**config.mk**
```make
export PLATFORM = sky130hd
export DESIGN_NAME = color_key_blend_pixel_core
export DESIGN_NICKNAME = d
export VERILOG_FILES = /design/src/hdl/ckb_pkg.sv /design/src/hdl/color_key_blend_pixel_core.sv
export VERILOG_INCLUDE_DIRS = /design/src /design/src/hdl
export SDC_FILE = /design/constraint.sdc
export NUM_CORES = 2
export LEC_CHECK = 0
export ABC_CLOCK_PERIOD_IN_PS = 13800
export BUFFER_PORTS_ARGS = -buffer_cell sky130_fd_sc_hd__buf_2
export CAP_MARGIN = 10
export CORE_MARGIN = 1
export CORE_UTILIZATION = 61
export CTS_BUF_LIST = sky130_fd_sc_hd__clkbuf_8
export CTS_CLUSTER_DIAMETER = 120
export DETAILED_ROUTE_END_ITERATION = 16
export HOLD_SLACK_MARGIN = 0.06
export PLACE_DENSITY_LB_ADDON = 0.1
export SLEW_MARGIN = 20
export SYNTH_ARGS = -nofsm -noshare
export SYNTH_HDL_FRONTEND = slang
export SYNTH_SLANG_ARGS = --single-unit
```
**constraint.sdc**
```tcl
create_clock -name clk -period 13.8 [get_ports clk]
set_input_delay 2.76 -clock clk [delete_from_list [all_inputs] [get_ports clk]]
set_output_delay 2.76 -clock clk [all_outputs]
set_load 0.01 [all_outputs]
```
**src/hdl/color_key_blend_pixel_core_macros.svh**
```systemverilog
// Assertion macros for the color key blend pixel core.
`ifndef COLOR_KEY_BLEND_PIXEL_CORE_MACROS_SVH
`define COLOR_KEY_BLEND_PIXEL_CORE_MACROS_SVH
`ifndef SYNTH
// Check a property on every clock edge outside reset.
`define CKB_ASSERT(lbl, prop) \
	lbl: assert property (@(posedge clk) disable iff (!arst_n) prop) \
		else $error("color key blend check failed");
// Check a property on every clock edge, reset included.
`define CKB_ASSERT_ALWAYS(lbl, prop) \
	lbl: assert property (@(posedge clk) prop) \
		else $error("color key blend check failed");
`else
`define CKB_ASSERT(lbl, prop)
`define CKB_ASSERT_ALWAYS(lbl, prop)
`endif
`endif

```
**src/hdl/ckb_pkg.sv**
```systemverilog
// Package of the color key blend pixel core: word types and register codes.
package ckb_pkg;

	// Input word: sprite pixel and the background pixel under it
	typedef struct packed {
		logic [23:0] sprite_pixel;
		logic [23:0] back_pixel;
	} px_word_t;

	// Result word
	typedef struct packed {
		logic [23:0] out_pixel;
		logic        keyed;
	} res_word_t;

	// Register indexes
	localparam logic [2:0] CFG_KEY_COLOR     = 3'd0;
	localparam logic [2:0] CFG_KEY_TOLERANCE = 3'd1;
	localparam logic [2:0] CFG_GAIN_Q8       = 3'd2;
	localparam logic [2:0] CFG_OPACITY       = 3'd3;
	localparam logic [2:0] CFG_EFFECT_MODE   = 3'd4;

	// Effect modes
	localparam logic [1:0] MODE_NONE   = 2'd0;
	localparam logic [1:0] MODE_INVERT = 2'd1;
	localparam logic [1:0] MODE_GREY   = 2'd2;

	// Gain values that leave the channels unchanged
	localparam logic [11:0] GAIN_OFF  = 12'd0;
	localparam logic [11:0] GAIN_UNIT = 12'd256;

	// Opacity is a percent
	localparam logic [6:0] OPACITY_FULL = 7'd100;

	// Grey weights in Q0.8
	localparam logic [15:0] GREY_W0 = 16'd77;
	localparam logic [15:0] GREY_W1 = 16'd150;
	localparam logic [15:0] GREY_W2 = 16'd29;

	// Divide by 100 for sums up to 25500: (x * RECIP_100) >> RECIP_SHIFT
	localparam logic [15:0] RECIP_100   = 16'd41944;
	localparam int          RECIP_SHIFT = 22;

endpackage

```
**src/hdl/color_key_blend_pixel_core.sv**
```systemverilog
// Color key blend pixel core: five-stage compositing pipeline, one pixel per clock unless stalled.
//
// Input channel px / px_valid / px_stall carries a sprite pixel and the
// background pixel under it; result channel res / res_valid / res_stall
// carries the composited pixel and the keyed flag. A word moves at a rising
// edge with valid high and stall low. Registers are written through
// cfg_valid / cfg_ready / cfg_index / cfg_data; cfg_ready is high outside
// reset and writes are meant to happen while the pipeline is empty.
// An accepted input word passes through the stages below to the result word;
// throughput is one pixel per clock while the result side does not stall. The
// stages are: key compare and gain multiply, gain saturate and grey weighting,
// opacity blend products, multiply by the reciprocal of 100, result register.
// A result-side stall with a word in the result register freezes the whole
// pipeline at once and raises px_stall in the same cycle, so nothing is lost or repeated.
// Reset empties the pipeline, holds px_stall high and cfg_ready low, and
// loads key 0, tolerance 0, gain 1.0, opacity 100 and no effect.
`include "color_key_blend_pixel_core_macros.svh"

module color_key_blend_pixel_core (
	input  logic                 clk,
	input  logic                 arst_n,
	input  logic                 px_valid,
	output logic                 px_stall,
	input  ckb_pkg::px_word_t    px,
	output logic                 res_valid,
	input  logic                 res_stall,
	output ckb_pkg::res_word_t   res,
	input  logic                 cfg_valid,
	output logic                 cfg_ready,
	input  logic [2:0]           cfg_index,
	input  logic [23:0]          cfg_data
);

	// Configuration registers
	logic [23:0] key_q;
	logic [8:0]  tol_q;
	logic [11:0] gain_q;
	logic [6:0]  opac_q;
	logic [1:0]  mode_q;

	// Pipeline
	logic                   adv;
	logic                   valid_s1, valid_s2, valid_s3, valid_s4;
	logic                   byp_s1, byp_s2, byp_s3, byp_s4;
	logic                   keyed_s1, keyed_s2, keyed_s3, keyed_s4;
	logic [23:0]            alt_s1, alt_s2, alt_s3, alt_s4;
	logic [23:0]            back_s1, back_s2;
	logic [2:0][7:0]        raw_s1;
	logic [2:0][19:0]       gprod_s1;
	logic [2:0][7:0]        chan_s2;
	logic [2:0][14:0]       sum_s3;
	logic [2:0][30:0]       prod_s4;
	ckb_pkg::res_word_t     res_q;
	logic                   res_valid_q;

	// Combinational
	logic [2:0]             chan_match;
	logic                   match;
	logic [2:0][7:0]        gained;
	logic [2:0][7:0]        shaded;
	logic [15:0]            grey_sum;
	logic [6:0]             opac_inv;
	logic [23:0]            quot;

	assign cfg_ready = arst_n;
	assign adv       = !(res_valid_q && res_stall);
	assign px_stall  = !adv || !arst_n;
	assign res_valid = res_valid_q;
	assign res       = res_q;

	// Write configuration registers; clamp opacity to 100
	always_ff @(posedge clk or negedge arst_n) begin
		if (!arst_n) begin
			key_q  <= 24'd0;
			tol_q  <= 9'd0;
			gain_q <= ckb_pkg::GAIN_UNIT;
			opac_q <= ckb_pkg::OPACITY_FULL;
			mode_q <= ckb_pkg::MODE_NONE;
		end else if (cfg_valid) begin
			case (cfg_index)
				ckb_pkg::CFG_KEY_COLOR:     key_q  <= cfg_data;
				ckb_pkg::CFG_KEY_TOLERANCE: tol_q  <= cfg_data[8:0];
				ckb_pkg::CFG_GAIN_Q8:       gain_q <= cfg_data[11:0];
				ckb_pkg::CFG_OPACITY: begin
					opac_q <= (cfg_data[6:0] > ckb_pkg::OPACITY_FULL) ?
						ckb_pkg::OPACITY_FULL : cfg_data[6:0];
				end
				ckb_pkg::CFG_EFFECT_MODE:   mode_q <= cfg_data[1:0];
				default: ;
			endcase
		end
	end

	// Compare each channel with the key; a negative tolerance never matches
	always_comb begin
		logic [7:0] s, k, d;
		for (int i = 0; i < 3; i++) begin
			s = px.sprite_pixel[8*i +: 8];
			k = key_q[8*i +: 8];
			d = (s >= k) ? (s - k) : (k - s);
			chan_match[i] = ($signed({1'b0, d}) <= $signed(tol_q));
		end
		match = &chan_match;
	end

	// Stage 1: key decision, invert word, gain products
	always_ff @(posedge clk or negedge arst_n) begin
		if (!arst_n) begin
			valid_s1 <= 1'b0;
		end else if (adv) begin
			valid_s1 <= px_valid;
		end
	end

	always_ff @(posedge clk) begin
		if (adv) begin
			keyed_s1 <= match;
			byp_s1   <= match || (mode_q == ckb_pkg::MODE_INVERT);
			alt_s1   <= match ? px.back_pixel : ~px.sprite_pixel;
			back_s1  <= px.back_pixel;
			for (int i = 0; i < 3; i++) begin
				raw_s1[i]   <= px.sprite_pixel[8*i +: 8];
				gprod_s1[i] <= {12'd0, px.sprite_pixel[8*i +: 8]} * {8'd0, gain_q};
			end
		end
	end

	// Saturate the gained channels and apply grey weighting
	always_comb begin
		logic [11:0] v;
		for (int i = 0; i < 3; i++) begin
			v = gprod_s1[i][19:8];
			if (gain_q == ckb_pkg::GAIN_OFF || gain_q == ckb_pkg::GAIN_UNIT) begin
				gained[i] = raw_s1[i];
			end else if (v > 12'd255) begin
				gained[i] = 8'hFF;
			end else begin
				gained[i] = v[7:0];
			end
		end
		grey_sum = {8'd0, gained[0]} * ckb_pkg::GREY_W0
			+ {8'd0, gained[1]} * ckb_pkg::GREY_W1
			+ {8'd0, gained[2]} * ckb_pkg::GREY_W2;
		for (int i = 0; i < 3; i++) begin
			shaded[i] = (mode_q == ckb_pkg::MODE_GREY) ? grey_sum[15:8] : gained[i];
		end
	end

	// Stage 2: shaded sprite channels
	always_ff @(posedge clk or negedge arst_n) begin
		if (!arst_n) begin
			valid_s2 <= 1'b0;
		end else if (adv) begin
			valid_s2 <= valid_s1;
		end
	end

	always_ff @(posedge clk) begin
		if (adv) begin
			keyed_s2 <= keyed_s1;
			byp_s2   <= byp_s1;
			alt_s2   <= alt_s1;
			back_s2  <= back_s1;
			chan_s2  <= shaded;
		end
	end

	assign opac_inv = ckb_pkg::OPACITY_FULL - opac_q;

	// Stage 3: weighted sum of sprite and background per channel
	always_ff @(posedge clk or negedge arst_n) begin
		if (!arst_n) begin
			valid_s3 <= 1'b0;
		end else if (adv) begin
			valid_s3 <= valid_s2;
		end
	end

	always_ff @(posedge clk) begin
		if (adv) begin
			keyed_s3 <= keyed_s2;
			byp_s3   <= byp_s2;
			alt_s3   <= alt_s2;
			for (int i = 0; i < 3; i++) begin
				sum_s3[i] <= {7'd0, chan_s2[i]} * {8'd0, opac_q}
					+ {7'd0, back_s2[8*i +: 8]} * {8'd0, opac_inv};
			end
		end
	end

	// Stage 4: multiply by the reciprocal of 100
	always_ff @(posedge clk or negedge arst_n) begin
		if (!arst_n) begin
			valid_s4 <= 1'b0;
		end else if (adv) begin
			valid_s4 <= valid_s3;
		end
	end

	always_ff @(posedge clk) begin
		if (adv) begin
			keyed_s4 <= keyed_s3;
			byp_s4   <= byp_s3;
			alt_s4   <= alt_s3;
			for (int i = 0; i < 3; i++) begin
				prod_s4[i] <= {16'd0, sum_s3[i]} * {15'd0, ckb_pkg::RECIP_100};
			end
		end
	end

	// Take the quotient bits of each channel
	always_comb begin
		for (int i = 0; i < 3; i++) begin
			quot[8*i +: 8] = prod_s4[i][ckb_pkg::RECIP_SHIFT +: 8];
		end
	end

	// Result register: hold while the receiver stalls
	always_ff @(posedge clk or negedge arst_n) begin
		if (!arst_n) begin
			res_valid_q <= 1'b0;
		end else if (adv) begin
			res_valid_q <= valid_s4;
		end
	end

	always_ff @(posedge clk) begin
		if (adv) begin
			res_q.out_pixel <= byp_s4 ? alt_s4 : quot;
			res_q.keyed     <= keyed_s4;
		end
	end

	// The input side stalls only behind a full, stalled result register
	`CKB_ASSERT(a_stall_source, px_stall |-> (res_valid_q && res_stall))
	// The blend quotient always fits in one channel
	`CKB_ASSERT(a_quot_fits, (valid_s4 && !byp_s4) |-> (prod_s4[0][30] == 1'b0
		&& prod_s4[1][30] == 1'b0 && prod_s4[2][30] == 1'b0))
	// Stored opacity never exceeds full
	`CKB_ASSERT(a_opac_range, opac_q <= ckb_pkg::OPACITY_FULL)
	// A keyed word always bypasses the blend path
	`CKB_ASSERT(a_keyed_bypass, (valid_s4 && keyed_s4) |-> byp_s4)

endmodule

```
# Word-level counts from Yosys, hierarchy flattened
# Index checks and enable logic that the tools add are counted.
# Widths: inputs -> output; s select.
# word_totals
elab_cells	114
in_bits	80
register_bits	470
out_inout_bits	28
# classes
eq_ne	7
muxes	15
mul	15
n_lt_le_gt_ge	10
n_reduce_logical	13
add_sub_neg	12
n_bitwise	1
# ops
op	count
$mux 8	12
$mul 8x7->15	6
$mul 15x13->27 const B	3
$mul 8x12->20	3
$mux 24	2
$sub 8x8->8	6
$add 15x15->15	3
$gt 12x8->1 const B	3
$mul 8x7->15 const B	2
$le 9x9->1	3
$ge 8x8->1	3
$not 24->24	1
$add 15x16->16	1
$add 16x13->16	1
$mul 8x5->13 const B	1
$eq 12x9->1 const B	1
$logic_not 12->1	1
$reduce_and 2->1	5
$gt 7x7->1 const B	1
$mux 7	1
$sub 7x7->7 const A	1
$eq 3x2->1 const B	2
$eq 3x1->1 const B	1
$eq 3x3->1 const B	1
other kinds (7)	9

# Logic depth before layout (Yosys ltp)
# logic_depth
depth_word	7
depth_mapped	31
ltp_nobuf	29

# Least setup slack after synthesis
# OpenSTA, ideal clock, no wires.
# synth_path
path_type	input to output
start	input port res_stall
end	output port px_stall
path_buffers	0
arrival_ns	10.673
slack_ns	0.367
stages	2
cell_sequence	nand2_1 -> nand2_1
# synth_via
elab_chain_len	2
# synth_rtl
item	line_no	rtl
from (decl)	color_key_blend_pixel_core.sv:26	input logic res_stall,
$logic_and 1x1->1	color_key_blend_pixel_core.sv:66	assign adv = !(res_valid_q && res_stall);
$logic_or 1x1->1	color_key_blend_pixel_core.sv:67	assign px_stall = !adv || !arst_n;
to (decl)	color_key_blend_pixel_core.sv:23	output logic px_stall,
# No other way between the ends.

==> out/qor.txt <==
Layout fillers: 6461
Overall Global Routing Usage: 26.4%
TritonCTS Sinks: 389
Clock Skews: 79.8 ps
Mapped Area: 48600 um2
Layout cells sized above 1: 7.16%
Total Neg Setup Slack: 0 ps
Max Clock Freq: 0.119 GHz
Global-route wire length before repair: 169000 um
Final WL: 102000 um
Design area: 51700 um2
Final worst path period share: 60.8%
TritonCTS Buffers: 72
Cell family with most CP delay: adder cells
Type of element launching the critical path: flip-flop
Setup crit end kind: flip-flop
Vias in the first global route: 33100
Final Hold Fails: 0
Dominant cells by area after synthesis: fa_1 28%, edfxtp_1 20%, ha_1 19%
Setup crit start: gain_q[9]$_DFFE_PN0P_
Largest net degree at the start of global routing: 84
Number of enable flip-flop cells after synthesis: 330
Critical path class: flip-flop to flip-flop
Die width: 284 um
Post-synthesis net count: 6090
Worst rel slew slack: 27.6%
FF-to-FF End: chan_s2[6]$_DFFE_PN_
Port Buffer Count: 107
Routed len/inst: 17.6 um
Nets@finish: 6186
Vias/cell: 5.37
Clock latency on the worst-skew pair: 720 ps
IO Pins: 108
Reg2reg setup slack: 5410 ps
Synth warn: 0
Initial DRC Count: 1693
Ys flop type: edfxtp_1
Starting Density: 61.6%
Post-route DRC: 0
CP Buf/Inv Count: 8
Post-cts resize count: 0
Critical path destination: chan_s2[6]$_DFFE_PN_
CP most frequent cell: inv_1
Min-delay src: back_s1[10]$_DFFE_PN_
CTS tree: built
Global route overflow: 0
Endpoints failing setup: 0
GP Congestion: 0.918
Post-DP HPWL: 82400 um
# H-tree levels: 3
Max cap viols: 0
Top-area cell type share of the netlist area: 28.2%
Placed Area: 50200 um2
Largest Register: sum_s3
CP required: 14200 ps
Post-synth top area cell: fa_1
Row Count: 103
Maximum fanout along the worst path: 48
CP peak stage delay: 790 ps
Mapped Cells: 4593
Worst path depth: 29
RSZ-0062 raised after global routing: false
Core area: 78900 um2
Hold_buf cts: 0
Die Y: 284 um
DRT Pass-1 Iters: 6
Die footprint: 80700 um2
FF-to-FF path depth: 29
Initial antenna violation count: 8
Async SR Flop Fraction: 15.2%
Yosys reg bits: 389
Pins Over Slew Limit: 0
Clock root cell: clkbuf_8
Postcts setup bufs: 0
Outcome: finished, final reports clean
Crit path time final: 8390 ps
Sequential share of the synthesized area: 23.5%
Clock tree buffer depth: 3
Max reg flops: 45
Post-route ant nets: 0
P&R area growth vs syn: 6.41%
Worst hold path class: flip-flop to flip-flop
Distinct cell type count after synthesis: 81
Slew @ Worst Pin: 1090 ps
Routed via count: 31200
Mean Syn Cell Area: 10.6 um2
Reg2reg start: gain_q[9]$_DFFE_PN0P_
Crit path arrival time: 8780 ps
Clock transition at path regs: 60 ps
Crit-path slowest cell: dfrtp_1
Worst hold margin: 407 ps
-- routing by layer --
layer	part of all wire, %	global-route usage, %	vias to the layer above
met5	0	0	-
met4	2.7	8.21	0
met3	3.7	2.54	147
met2	48	44.8	602
met1	45	35.8	15500
li1	-	-	14900
-- through the flow --
stage | util, % | setup WS [ps] | std cells
final | 65.5 | 5410 | 5801
after global routing | 65.5 | 4880 | 5800
after CTS | 65.5 | 5480 | 5797
after detailed placement | 63.7 | 5500 | 5665
after global placement | 63.7 | 5620 | 5665
after floorplan | - | 367 | 4593
-- cell usage in the layout (no fill, tap or decap), types with 7 or more instances in the layout --
cell	count
inv_1	1020
ha_1	734
fa_1	683
nand2_1	395
and2_1	344
edfxtp_1	330
nor2_1	119
a21oi_1	109
o21ai_0	109
buf_2	107
xnor2_1	91
clkbuf_8	74
mux2_2	72
dfrtp_1	55
xor2_1	48
a21o_1	35
nor3_1	31
nand3_1	30
buf_4	28
o21a_1	25
mux2i_1	17
and3_1	16
o21bai_1	16
nand4_1	15
o211ai_1	15
a211oi_1	15
clkinv_1	15
a31oi_1	14
nor2b_1	11
a211o_1	11
nand2b_1	10
or2_2	9
or3_1	9
a2111oi_0	7
-- Yosys cell counts, drive strengths merged, types with 32 or more instances --
cell and n:
inv 994, ha 734, fa 683, nand2 396, and2 345, edfxtp 330
nor2 119, a21oi 112, o21ai 112, clkbuf 105, xnor2 93, mux2 73
dfrtp 55, xor2 49, a21o 36, nor3 32
-- worst reg2reg max path, delay by kind of cell, from the launching register on --
family          cells  cell delay [ps]
simple gates        3              660
xor+xnor            1              150
fa+ha+maj           9             3690
flops               1              790
mux                 1              290
compound gates      7             1670
buf+inv             8              850
-- how the worst min path moves through the flow --
| stage | depth (start not counted) | slack, ps | to |
|---|---|---|---|
| final | 0 | 410 | back_s2[10]$_DFFE_PN_ |
| after global routing | 0 | 410 | alt_s2[4]$_DFFE_PN_ |
| after CTS | 0 | 410 | back_s2[20]$_DFFE_PN_ |
| after detailed placement | 0 | 400 | alt_s2[23]$_DFFE_PN_ |
| after global placement | 0 | 400 | alt_s3[20]$_DFFE_PN_ |
| after floorplan | 0 | 400 | alt_s2[0]$_DFFE_PN_ |
-- layout make-up --
type / count / area [um2] / share of cell area, %
multi-input cells: 3097 / 33000 / 63.9
well taps: 1050 / 1310 / 2.54
clock inverters: 58 / 424 / 0.821
inverters: 994 / 3730 / 7.22
clock buffers: 74 / 1020 / 1.97
repair buffers: 135 / 746 / 1.44
diodes: 4 / 10.0 / 0.0194
flip-flops and latches: 389 / 11400 / 22.0
-- cell families (layout without fill, tap and decap cells) --
logic type	after synthesis	after routing	share of synthesized area, %
other	0	4	0
AO/OA/AOI/OAI	424	424	5.73
XOR/XNOR	142	142	2.56
flip-flops	389	389	23.5
multiplexers	90	90	2.05
adder cells (fa/ha/maj)	1417	1417	47.1
AND/OR/NAND/NOR	1024	1024	10.5
buffers and inverters	1107	1261	8.59
Power is left out: the tool's default activity adds up to more than one toggle a clock period on the data nets, which glitch-free logic cannot reach.
